## config.mk

```make
export PLATFORM = sky130hd
export DESIGN_NAME = pulse_position_calibrator_unit
export DESIGN_NICKNAME = d
export VERILOG_FILES = /design/src/hdl/ppc_pkg.sv /design/src/hdl/ppc_ctrl.sv /design/src/hdl/ppc_datapath.sv /design/src/hdl/pulse_position_calibrator_unit.sv
export SDC_FILE = /design/constraint.sdc
export NUM_CORES = 2
export LEC_CHECK = 0
export ABC_CLOCK_PERIOD_IN_PS = 11600
export BUFFER_PORTS_ARGS = -buffer_cell sky130_fd_sc_hd__buf_2
export CAP_MARGIN = 0
export CORE_UTILIZATION = 48
export DETAILED_ROUTE_END_ITERATION = 8
export PLACE_DENSITY = 0.71
export SLEW_MARGIN = 20
export SYNTH_ARGS = -nofsm -noshare
export SYNTH_HDL_FRONTEND = slang
export SYNTH_HIERARCHICAL = 1
export SYNTH_SLANG_ARGS = --single-unit
```

## constraint.sdc

```tcl
create_clock -name aclk -period 11.6 [get_ports aclk]
set_input_delay 2.32 -clock aclk [delete_from_list [all_inputs] [get_ports aclk]]
set_output_delay 2.32 -clock aclk [all_outputs]
set_load 0.01 [all_outputs]
```

## src/hdl/ppc_pkg.sv

```systemverilog
// Shared types and codes for the pulse position calibrator.
// Holds the request and result structs, the controller command and status structs.
// Depends on nothing.
package ppc_pkg;

    typedef struct packed {
        logic signed [31:0] pulse_count;
        logic signed [31:0] cal_pos_one;
        logic               cal_order_one;
        logic signed [31:0] cal_pos_two;
        logic               cal_order_two;
    } ppc_in_t;

    typedef struct packed {
        logic signed [31:0] position;
        logic signed [47:0] gain_now;
        logic        [1:0]  cal_event;
    } ppc_out_t;

    localparam logic [1:0] EVT_NONE       = 2'd0;
    localparam logic [1:0] EVT_POINT_ONE  = 2'd1;
    localparam logic [1:0] EVT_POINT_TWO  = 2'd2;
    localparam logic [1:0] EVT_REJECT     = 2'd3;

    typedef enum logic [1:0] {
        OP_POINT_ONE = 2'd0,
        OP_GAIN      = 2'd1,
        OP_REJECT    = 2'd2,
        OP_APPLY     = 2'd3
    } ppc_op_t;

    typedef struct packed {
        logic    load_in;
        logic    eval;
        logic    div_step;
        logic    mul_hi;
        logic    scale;
        logic    commit;
        ppc_op_t op;
    } ppc_cmd_t;

    typedef struct packed {
        logic edge_one;
        logic edge_two;
        logic diff_ok;
        logic div_last;
        logic out_free;
    } ppc_status_t;

endpackage

```

## src/hdl/ppc_ctrl.sv

```systemverilog
// Controller state machine of the pulse position calibrator.
// Sequences the datapath through evaluation, then division, multiplication or neither, and commit.
// Depends on ppc_pkg.
module ppc_ctrl
    import ppc_pkg::*;
(
    input  logic        aclk,
    input  logic        aresetn,
    input  logic        s_valid,
    output logic        s_ready,
    input  ppc_status_t status,
    output ppc_cmd_t    cmd
);

    typedef enum logic [5:0] {
        ST_IDLE   = 6'b000001,
        ST_EVAL   = 6'b000010,
        ST_DIVIDE = 6'b000100,
        ST_MUL_HI = 6'b001000,
        ST_SCALE  = 6'b010000,
        ST_EMIT   = 6'b100000
    } state_t;

    state_t  state_reg, state_next;
    ppc_op_t op_reg, op_next;

    always_ff @(posedge aclk) begin
        if (!aresetn) begin
            state_reg <= ST_IDLE;
            op_reg    <= OP_APPLY;
        end else begin
            state_reg <= state_next;
            op_reg    <= op_next;
        end
    end

    always_comb begin
        state_next = state_reg;
        op_next    = op_reg;
        cmd        = '0;
        cmd.op     = op_reg;
        s_ready    = (state_reg == ST_IDLE);
        unique case (state_reg)
            ST_IDLE: begin
                if (s_valid) begin
                    cmd.load_in = 1'b1;
                    state_next  = ST_EVAL;
                end
            end
            ST_EVAL: begin
                cmd.eval = 1'b1;
                priority if (status.edge_one) begin
                    op_next    = OP_POINT_ONE;
                    state_next = ST_EMIT;
                end else if (status.edge_two && status.diff_ok) begin
                    op_next    = OP_GAIN;
                    state_next = ST_DIVIDE;
                end else if (status.edge_two) begin
                    op_next    = OP_REJECT;
                    state_next = ST_EMIT;
                end else begin
                    op_next    = OP_APPLY;
                    state_next = ST_MUL_HI;
                end
            end
            ST_DIVIDE: begin
                cmd.div_step = 1'b1;
                if (status.div_last) begin
                    state_next = ST_EMIT;
                end
            end
            ST_MUL_HI: begin
                cmd.mul_hi = 1'b1;
                state_next = ST_SCALE;
            end
            ST_SCALE: begin
                cmd.scale  = 1'b1;
                state_next = ST_EMIT;
            end
            ST_EMIT: begin
                if (status.out_free) begin
                    cmd.commit = 1'b1;
                    state_next = ST_IDLE;
                end
            end
            default: begin
                state_next = ST_IDLE;
            end
        endcase
    end

endmodule

```

## src/hdl/ppc_datapath.sv

```systemverilog
// Datapath of the pulse position calibrator: calibration state, bit-serial gain
// divider, shared 24x32 multiplier, scaling, saturation and the result register.
// Depends on ppc_pkg.
module ppc_datapath
    import ppc_pkg::*;
#(
    parameter int POS_FRAC_BITS  = 16,
    parameter int GAIN_FRAC_BITS = 32
) (
    input  logic        aclk,
    input  logic        aresetn,
    input  ppc_in_t     s_data,
    input  ppc_cmd_t    cmd,
    output ppc_status_t status,
    output logic        m_valid,
    input  logic        m_ready,
    output ppc_out_t    m_data
);

    localparam int SHIFT  = GAIN_FRAC_BITS - POS_FRAC_BITS;
    localparam int GSH    = (SHIFT > 0) ? SHIFT : 0;
    localparam int LSH    = (SHIFT < 0) ? -SHIFT : 0;
    localparam int NUM_W  = 33 + GSH;
    localparam int CNT_W  = $clog2(NUM_W);
    localparam int PROD_W = 80;
    localparam int EXT_W  = PROD_W + LSH;
    localparam logic [47:0] GAIN_ONE = 48'(1) << GAIN_FRAC_BITS;
    localparam logic [48:0] CAP_POS  = 49'((64'd1 << 47) - 64'd1);
    localparam logic [48:0] CAP_NEG  = 49'(64'd1 << 47);
    localparam logic [33:0] MAG_LIM  = 34'(64'd1 << 33);

    ppc_in_t            in_reg;
    logic signed [31:0] ref_position_reg, ref_position_next;
    logic signed [31:0] ref_pulses_reg, ref_pulses_next;
    logic signed [31:0] last_position_reg, last_position_next;
    logic signed [47:0] gain_reg, gain_next;
    logic               order_one_prev_reg, order_two_prev_reg;

    logic [NUM_W-1:0]   num_reg;
    logic [31:0]        den_reg;
    logic [31:0]        rem_reg;
    logic [48:0]        quo_reg;
    logic               ovf_reg;
    logic               div_neg_reg;
    logic [CNT_W-1:0]   cnt_reg;

    logic [PROD_W-1:0]  acc_reg;
    logic [33:0]        mag_reg;
    logic               mul_neg_reg;

    logic               m_valid_reg;
    ppc_out_t           m_data_reg;
    logic [1:0]         event_next;

    logic [32:0]        pdiff;
    logic [32:0]        pdiff_mag;
    logic [31:0]        idiff;
    logic [31:0]        idiff_mag;
    logic [47:0]        gain_mag;
    logic [NUM_W-1:0]   num_init;
    logic [32:0]        rem_sh;
    logic [32:0]        rem_sub;
    logic               take;
    logic [48:0]        cap;
    logic [47:0]        q_sat;
    logic [47:0]        gain_new;
    logic [23:0]        mult_a;
    logic [55:0]        mult_p;
    logic [EXT_W-1:0]   scaled;
    logic [34:0]        mag35;
    logic [34:0]        addend;
    logic [34:0]        sum35;
    logic [31:0]        sum_sat;

    assign pdiff     = {in_reg.cal_pos_two[31], in_reg.cal_pos_two}
                     - {ref_position_reg[31], ref_position_reg};
    assign pdiff_mag = pdiff[32] ? (~pdiff + 33'd1) : pdiff;
    assign idiff     = in_reg.pulse_count - ref_pulses_reg;
    assign idiff_mag = idiff[31] ? (~idiff + 32'd1) : idiff;
    assign gain_mag  = gain_reg[47] ? (~gain_reg + 48'd1) : gain_reg;
    assign num_init  = (NUM_W'(pdiff_mag) << GSH) >> LSH;

    assign rem_sh  = {rem_reg, num_reg[NUM_W-1]};
    assign rem_sub = rem_sh - {1'b0, den_reg};
    assign take    = (rem_sh >= {1'b0, den_reg});

    assign cap      = div_neg_reg ? CAP_NEG : CAP_POS;
    assign q_sat    = (ovf_reg || (quo_reg > cap)) ? cap[47:0] : quo_reg[47:0];
    assign gain_new = div_neg_reg ? (~q_sat + 48'd1) : q_sat;

    assign mult_a = cmd.mul_hi ? gain_mag[47:24] : gain_mag[23:0];
    assign mult_p = 56'(mult_a) * 56'(idiff_mag);
    assign scaled = (EXT_W'(acc_reg) << LSH) >> GSH;

    assign mag35  = 35'(mag_reg);
    assign addend = mul_neg_reg ? (~mag35 + 35'd1) : mag35;
    assign sum35  = {{3{ref_position_reg[31]}}, ref_position_reg} + addend;

    always_comb begin
        if (!sum35[34] && (sum35[33:31] != 3'b000)) begin
            sum_sat = 32'h7FFF_FFFF;
        end else if (sum35[34] && (sum35[33:31] != 3'b111)) begin
            sum_sat = 32'h8000_0000;
        end else begin
            sum_sat = sum35[31:0];
        end
    end

    always_comb begin
        ref_position_next  = ref_position_reg;
        ref_pulses_next    = ref_pulses_reg;
        last_position_next = last_position_reg;
        gain_next          = gain_reg;
        event_next         = EVT_NONE;
        unique case (cmd.op)
            OP_POINT_ONE: begin
                ref_position_next  = in_reg.cal_pos_one;
                ref_pulses_next    = in_reg.pulse_count;
                last_position_next = in_reg.cal_pos_one;
                event_next         = EVT_POINT_ONE;
            end
            OP_GAIN: begin
                gain_next          = gain_new;
                last_position_next = in_reg.cal_pos_two;
                event_next         = EVT_POINT_TWO;
            end
            OP_REJECT: begin
                event_next = EVT_REJECT;
            end
            OP_APPLY: begin
                last_position_next = sum_sat;
                event_next         = EVT_NONE;
            end
            default: begin
                event_next = EVT_NONE;
            end
        endcase
    end

    always_ff @(posedge aclk) begin
        if (!aresetn) begin
            ref_position_reg   <= '0;
            ref_pulses_reg     <= '0;
            last_position_reg  <= '0;
            gain_reg           <= GAIN_ONE;
            order_one_prev_reg <= 1'b0;
            order_two_prev_reg <= 1'b0;
            m_valid_reg        <= 1'b0;
        end else begin
            if (cmd.commit) begin
                ref_position_reg   <= ref_position_next;
                ref_pulses_reg     <= ref_pulses_next;
                last_position_reg  <= last_position_next;
                gain_reg           <= gain_next;
                order_one_prev_reg <= in_reg.cal_order_one;
                order_two_prev_reg <= in_reg.cal_order_two;
                m_valid_reg        <= 1'b1;
            end else if (m_ready) begin
                m_valid_reg <= 1'b0;
            end
        end
    end

    always_ff @(posedge aclk) begin
        if (cmd.load_in) begin
            in_reg <= s_data;
        end
        if (cmd.eval) begin
            num_reg     <= num_init;
            den_reg     <= idiff_mag;
            rem_reg     <= '0;
            quo_reg     <= '0;
            ovf_reg     <= 1'b0;
            div_neg_reg <= pdiff[32] ^ idiff[31];
            cnt_reg     <= '0;
            acc_reg     <= PROD_W'(mult_p);
        end
        if (cmd.div_step) begin
            num_reg <= {num_reg[NUM_W-2:0], 1'b0};
            rem_reg <= take ? rem_sub[31:0] : rem_sh[31:0];
            quo_reg <= {quo_reg[47:0], take};
            ovf_reg <= ovf_reg | quo_reg[48];
            cnt_reg <= cnt_reg + CNT_W'(1);
        end
        if (cmd.mul_hi) begin
            acc_reg <= acc_reg + (PROD_W'(mult_p) << 24);
        end
        if (cmd.scale) begin
            mag_reg     <= (scaled > EXT_W'(MAG_LIM)) ? MAG_LIM : scaled[33:0];
            mul_neg_reg <= gain_reg[47] ^ idiff[31];
        end
        if (cmd.commit) begin
            m_data_reg.position  <= last_position_next;
            m_data_reg.gain_now  <= gain_next;
            m_data_reg.cal_event <= event_next;
        end
    end

    assign status.edge_one = in_reg.cal_order_one & ~order_one_prev_reg;
    assign status.edge_two = in_reg.cal_order_two & ~order_two_prev_reg;
    assign status.diff_ok  = (pdiff != '0) && (idiff != '0);
    assign status.div_last = (cnt_reg == CNT_W'(NUM_W - 1));
    assign status.out_free = ~m_valid_reg | m_ready;

    assign m_valid = m_valid_reg;
    assign m_data  = m_data_reg;

endmodule

```

## src/hdl/pulse_position_calibrator_unit.sv

```systemverilog
// Top level of the pulse position calibrator: two-point linear calibration of a
// raw pulse count into a Q16.16 position. Depends on ppc_pkg, ppc_ctrl, ppc_datapath.
//
// Usage: one request per scan on s_valid/s_ready/s_data carries the pulse count,
// the two calibration positions and the two order levels. Each request gives
// exactly one result on m_valid/m_ready/m_data: position, current gain and the
// calibration event. Requests are worked one at a time.
// From accept to m_valid, a point one or a rejected point two goes from evaluation
// straight to the output register; a normal scan makes two passes of a shared
// 24x32 multiplier, then scaling; and when point two sets the gain, the
// bit-serial divider paces it at one quotient bit per cycle. The next request is
// taken once the result is loaded.
// A finished result waits in the output register; a new request is accepted
// while it waits, and the block holds its next result until the receiver takes
// the pending one.
// Reset (aresetn low, synchronous) clears the reference point and last position
// to zero, sets the gain to one, clears the order history and drops m_valid.
module pulse_position_calibrator_unit
    import ppc_pkg::*;
#(
    parameter int POS_FRAC_BITS  = 16,
    parameter int GAIN_FRAC_BITS = 32
) (
    input  logic     aclk,
    input  logic     aresetn,
    input  logic     s_valid,
    output logic     s_ready,
    input  ppc_in_t  s_data,
    output logic     m_valid,
    input  logic     m_ready,
    output ppc_out_t m_data
);

    ppc_cmd_t    cmd;
    ppc_status_t status;

    ppc_ctrl u_ctrl (
        .aclk    (aclk),
        .aresetn (aresetn),
        .s_valid (s_valid),
        .s_ready (s_ready),
        .status  (status),
        .cmd     (cmd)
    );

    ppc_datapath #(
        .POS_FRAC_BITS  (POS_FRAC_BITS),
        .GAIN_FRAC_BITS (GAIN_FRAC_BITS)
    ) u_datapath (
        .aclk    (aclk),
        .aresetn (aresetn),
        .s_data  (s_data),
        .cmd     (cmd),
        .status  (status),
        .m_valid (m_valid),
        .m_ready (m_ready),
        .m_data  (m_data)
    );

endmodule

```

# [After elaboration in Yosys (flattened, before gate mapping)]
# Cells that the tools add are included.
[word_totals] regBits=604 latchBits=0 inputBits=102 output_inout_bits=84 mem_count=0 rom_bits=0 ram_bits=0 word_cells=132
[op_classes] bitwise_logic=14 shifts=0 n_div=0 magnitude_cmp=3 n_mux=46 multipliers=1 add_sub_neg=11 n_reduce_logical=15 eq_ne=14
[ops] op="two-way mux 48 bit" count=5
[ops] op="two-way mux 49 bit" count=4
[ops] op="two-way mux 32 bit" count=6
[ops] op="two-way mux 80 bit" count=2
[ops] op="adder 48 x 1 -> 48 bit (second input constant)" count=2
[ops] op="inverter 48 bit" count=2
[ops] op="case mux 32 bit (3 select lines)" count=1
[ops] op="adder 80 bit" count=1
[ops] op="> comparator 64 x 34 -> 1 bit (second input constant)" count=1
[ops] op="subtractor 32 bit" count=2
[ops] op="multiplier 24 x 32 -> 56 bit" count=1
[ops] op="> comparator 49 bit" count=1
[ops] op="two-way mux 6 bit" count=8
[ops] op="case mux 6 bit (6 select lines)" count=1
[ops] op="adder 35 x 1 -> 35 bit (second input constant)" count=1
[ops] op="adder 35 bit" count=1
[ops] op="two-way mux 35 bit" count=1
[ops] op="inverter 34 -> 35 bit" count=1
[ops] op="adder 33 x 1 -> 33 bit (second input constant)" count=1
[ops] op="greater-or-equal comparator 33 x 32 -> 1 bit" count=1
[ops] op="two-way mux 33 bit" count=1
[ops] op="inverter 33 bit" count=1
[ops] op="nonzero test 33 bit" count=1
[ops] op="subtractor 32 x 32 -> 33 bit" count=1
[ops] op="30 further kinds" count=57

# [Longest topological paths before layout]
[depth] ltp_word=9 depth_mapped=57 ltp_nobuf=53

# [Hierarchy]
# Netlist, hierarchy kept.
[by_module_without_submodules] module="ppc_datapath" area_each_um2=61904.4 instances=1 cells_per_inst=6864
[by_module_without_submodules] module="ppc_ctrl" area_each_um2=514.2 instances=1 cells_per_inst=57

# [Worst setup path before layout]
# OpenSTA, ideal clock, no wires.
[synth_timing] path_kind="register to register" startpoint="reg u_datapath/in_reg[67] (netlist bit)" endpoint="reg u_datapath.acc_reg[79] (data pin)" setup_ps=266 slack_ps=-1197 stages_incl_launch_ff=55 t_required_ps=11334 arrival_time_ps=12531 n_path_buf=3 cell_sequence="edfxtp_1 > ha_1 > nor2b_1 > o31a_1 > o31ai_2 > a21oi_1 > a211oi_1 > a21oi_1 > o2111ai_1 > a21oi_1 > nor4_2 > clkbuf_1 > buf_2 > nor2_1 > xor2_1 > inv_1 > buf_1 > nand2_1 > [19 not listed] > o211ai_1 > nand2_1 > a21o_1 > a21oi_1 > xnor2_1 > ha_1 > o21ai_0 > o21bai_1 > a2111oi_0 > o21ai_0 > a221oi_1 > a211oi_1 > o2111ai_1 > a31oi_1 > a221o_1 > a21oi_1 > xnor3_1 > nor2_1"
[synth_via] elab_chain_cells=7
[synth_lines] element="start: declaration" line="ppc_datapath.sv:32" rtl="ppc_in_t in_reg;"
[synth_lines] element="start signal: assignment" line="ppc_datapath.sv:166" rtl="in_reg <= s_data;"
[synth_lines] element="subtractor 32 bit (*)" line="ppc_datapath.sv:78" rtl="assign idiff = in_reg.pulse_count - ref_pulses_reg;"
[synth_lines] element="inverter 32 bit" line="ppc_datapath.sv:79" rtl="assign idiff_mag = idiff[31] ? (~idiff + 32'd1) : idiff;"
[synth_lines] element="adder 32 x 1 -> 32 bit" line="ppc_datapath.sv:79"
[synth_lines] element="two-way mux 32 bit (*)" line="ppc_datapath.sv:79"
[synth_lines] element="via u_datapath.idiff_mag[6]" line="ppc_datapath.sv:58" rtl="logic [31:0] idiff_mag;"
[synth_lines] element="multiplier 24 x 32 -> 56 bit (*)" line="ppc_datapath.sv:92" rtl="assign mult_p = 56'(mult_a) * 56'(idiff_mag);"
[synth_lines] element="adder 80 bit (*)" line="ppc_datapath.sv:186" rtl="acc_reg <= acc_reg + (PROD_W'(mult_p) << 24);"
[synth_lines] element="two-way mux 80 bit (*)" line="ppc_datapath.sv:185" rtl="if (cmd.mul_hi) begin"
[synth_lines] element="end signal: assignment" line="ppc_datapath.sv:176" rtl="acc_reg <= PROD_W'(mult_p);"
[synth_lines] element="end signal: assignment" line="ppc_datapath.sv:186"
[synth_lines] element="end: declaration" line="ppc_datapath.sv:47" rtl="logic [PROD_W-1:0] acc_reg;"
# Mark *: on every way through the listed nets, which the timed path passes. The rest lies on a longest branch.
# A chain may end at the register's enable or synchronous reset.

# [Worst setup path after layout]
[layout_timing] startpoint="reg u_datapath/in_reg[69] (netlist bit)" endpoint="reg u_datapath.acc_reg[79] (data pin)"
[layout_via] elab_chain_cells=7
[layout_lines] element="subtractor 32 bit (*)" line="ppc_datapath.sv:78"
[layout_lines] element="inverter 32 bit" line="ppc_datapath.sv:79"
[layout_lines] element="adder 32 x 1 -> 32 bit" line="ppc_datapath.sv:79"
[layout_lines] element="two-way mux 32 bit (*)" line="ppc_datapath.sv:79"
[layout_lines] element="multiplier 24 x 32 -> 56 bit (*)" line="ppc_datapath.sv:92"
[layout_lines] element="adder 80 bit (*)" line="ppc_datapath.sv:186"
[layout_lines] element="two-way mux 80 bit (*)" line="ppc_datapath.sv:185"
# Every way passes the cells marked *; elsewhere a longest branch is shown, timed or not.

==> results.cfg <==
[status]
status = complete, but fails checks
violations = negative setup slack

[synthesis]
synth_top_area_share_pct = 21.3
synth-seq-cells = 588
yosysWarningCount = 6
seq_area_frac_synth_pct = 25.8
ys_types = 106
yosysMostFrequentCell = inv_1
synth_edf_count = 433
synth_area_um2 = 62400
synthTopCellsByArea = fa_1 21%, edfxtp_1 21%, ha_1 8.6%, inv_1 5.8%, dfxtp_1 5.0%
synth_flop_cell = edfxtp_1
synthArstFlopShare_pct = 0
synth_nets = 8114
syn_area_per_cell_um2 = 9.02
yosysTopAreaCell = fa_1
synthCells = 6921
synthTopCellsByCount = 962 x inv_1, 788 x nand2_1, 680 x nor2_1

[worst_hold_path]
min_to = u_datapath/ref_pulses_reg[16]$_SDFFE_PN0P_
hold_depth = 2
hold_start = u_datapath/ref_pulses_reg[16]$_SDFFE_PN0P_
hold_class = flop to flop

[clocking]
ctsHoldBuffers = 0
cts_tree = built
clk_pin_slew_ns = 0.06
cts_buffer_depth = 3
cts_made_buffers = 70
clockRootBuffer = clkbuf_16
cts.htree.levels = 3
clkLatencyLatePin_ns = 0.72
cts_sinks = 588

[power_and_ir_drop]
pwr-share-comb_pct = 29.6
p_int_w = 0.00459
total_power_w = 0.00680
p_sw_w = 0.00221
p_leak_nw = 33.6
power.density_nw_per_um2 = 89.6
seq_power_share_pct = 35.4
switching_share_pct = 32.5
clkPwrFrac_pct = 34.9
ir_worst_vdd_mv = 0.0811

[global_routing]
grt_first_pass_wirelength_um = 314000
globalRouteTotalUtil_pct = 30.8
grt_pass1_vias = 54500
grt_max_degree = 89
grt_overflow = 0
antenna_found_initial = 3

[timing]
drv_slew = 0
hold_viol_final = 0
layout_setup_ws_ns = -0.553
clock_skew_ns = 0.0533
max_freq_ghz = 0.0823
holdWs_ns = 0.456
max_slew_margin_pct = 27.0
rsz0062_at_grt = true
period_needed_ns = 12.15
fin_crit_sh_pct = 105
setup_violations = 16
tightest_slew_ns = 1.09

[placed_design]
dpl.hpwl_um = 160000
dpl_cell_area_um2 = 70700
io_buffer_count = 185
routabilityCongestion = 0.984

[finish]
drive_gt1_share_pct = 21.4
largest_reg_flops = 98
nFillCells = 10900
syn_to_final_growth_pct = 21.6
multi_input_area_um2 = 43600
stdcell_area_um2 = 75900
regArea_um2 = 16100
finalNetCount = 8881
final_util_pct = 59.1

[floorplanning]
core_area_um2 = 128000
dieArea_um2 = 131000
io_pins = 186
num_rows = 131
die_w_um = 363
die_h_um = 363
start_util_pct = 48.6

[routing]
vias = 54700
dr.first_iter.drc_count = 5154
wl_per_cell_um = 21.5
drt_first_pass_iters = 8
wl_um = 203000
ant_nets = 0
drc = 0
viasPerCell = 5.78

[worst_setup_path]
rr_startpoint = u_datapath/in_reg[69]$_DFFE_PP_
rr_endpoint = u_datapath/acc_reg[79]$_SDFFCE_PN0P_
crit_type = flop to flop
worst_setup_path_start_kind = flop
startpoint = u_datapath/in_reg[69]$_DFFE_PP_
cpMostUsedCell = buf_4
critPathSlowestCell = fa_1
critPathCaptureType = flop
worstRegToRegCells = 54
max_stage_delay_ns = 0.55
r2r_slack_ns = -0.55
critPathArrivalTime_ns = 12.57
path_max_fanout = 5
cp.required_ns = 12.02

[run]
drv_cap = 0
[cell usage in the layout, fill, tap and decap left out, types with 44 or more instances in the layout]
master,n
inv_1,909
nand2_1,760
buf_4,738
nor2_1,653
fa_1,638
edfxtp_1,433
ha_1,392
a21oi_1,349
o21ai_0,248
buf_2,185
xnor2_1,180
dfxtp_1,154
a21o_1,124
and2_1,116
xor2_1,81
clkbuf_16,71
nor3_1,67
nor2b_1,67
nand3_1,66
a31oi_1,66
mux2_2,61
o21a_1,58
a211oi_1,57
buf_6,48
nand4_1,47
nand2b_1,45
mux2i_1,45
nor4_1,44
inv_2,44
[per-layer routing]
metal	GRT usage (%)	part of all wire (%)	up-vias
met1	41.8	41	27200
met4	11.6	3.9	4
met2	49.3	46	2322
met5	0	0.015	-
li1	-	-	24800
met3	5.32	8.8	413
[power groups by stage]
stage / Sequential (W) / Clock (W) / Combinational [W]
after global routing: 0.00241 / 0.00248 / 0.00211
after CTS: 0.00241 / 0.00241 / 0.00192
after global placement: 0.00245 / 0 / 0.00168
after floorplan: 0.00242 / 0 / 0.000826
after detailed placement: 0.00245 / 0 / 0.00170
final: 0.00241 / 0.00238 / 0.00201
[worst max path at each step]
stage                                                 endpoint  slack (ns)  cells after the start
after detailed placement  u_datapath/acc_reg[79]$_SDFFCE_PN0P_       -1.07                     54
after floorplan           u_datapath/acc_reg[79]$_SDFFCE_PN0P_       -0.05                     49
final                     u_datapath/acc_reg[79]$_SDFFCE_PN0P_       -0.55                     54
after global placement    u_datapath/acc_reg[76]$_SDFFCE_PN0P_       -0.86                     54
after global routing      u_datapath/acc_reg[79]$_SDFFCE_PN0P_       -0.94                     56
after CTS                 u_datapath/acc_reg[79]$_SDFFCE_PN0P_       -0.45                     55
[critical path: cells and delay by family, from the launching register on]
family | cells | cell delay (ns)
xor gates and xnor gates | 3 | 0.46
DFF | 1 | 0.41
AOI/OAI and AO/OA | 18 | 3.25
adders and majority gates | 10 | 4.62
buffers and inverters | 15 | 1.71
and+or+nand+nor | 8 | 1.43
[logic make-up after synthesis]
family,synth area share (%)
AO/OA/AOI/OAI,14.8
XOR/XNOR,4.26
adder cells (fa/ha/maj),29.8
buffers and inverters,7.82
flip-flops,25.8
multiplexers,1.93
AND/OR/NAND/NOR,15.5
[stage by stage]
step | instances | setup TNS, ns | setup slack [ns]
after floorplan | 6921 | -0.0503 | -0.0503
after global placement | 9239 | -15.74 | -0.865
after detailed placement | 9239 | -19.24 | -1.07
after CTS | 9450 | -2.48 | -0.445
after global routing | 9476 | -13.25 | -0.945
final | 9476 | -4.76 | -0.553
[repair_timing]
| item | 4_1_cts | 5_1_grt |
|---|---|---|
| gates resized for setup | 256 | 176 |
| endpoints found under the hold margin | 0 | 0 |
| setup buffers | 80 | 34 |
| pin swaps | 201 | 99 |
| setup endpoints to repair | 35 | 32 |
| cloned | 3 | 0 |
[cell type report]
cell class | instances | area share (%)
inverter | 972 | 4.87
tap | 1729 | 2.85
antenna | 1 | 0.00330
multi-input combinational | 5044 | 57.5
clock inverter | 45 | 0.836
timing repair buffer | 1012 | 10.3
sequential | 588 | 21.2
clock buffer | 85 | 2.44
(Power assumes the default switching activity.)
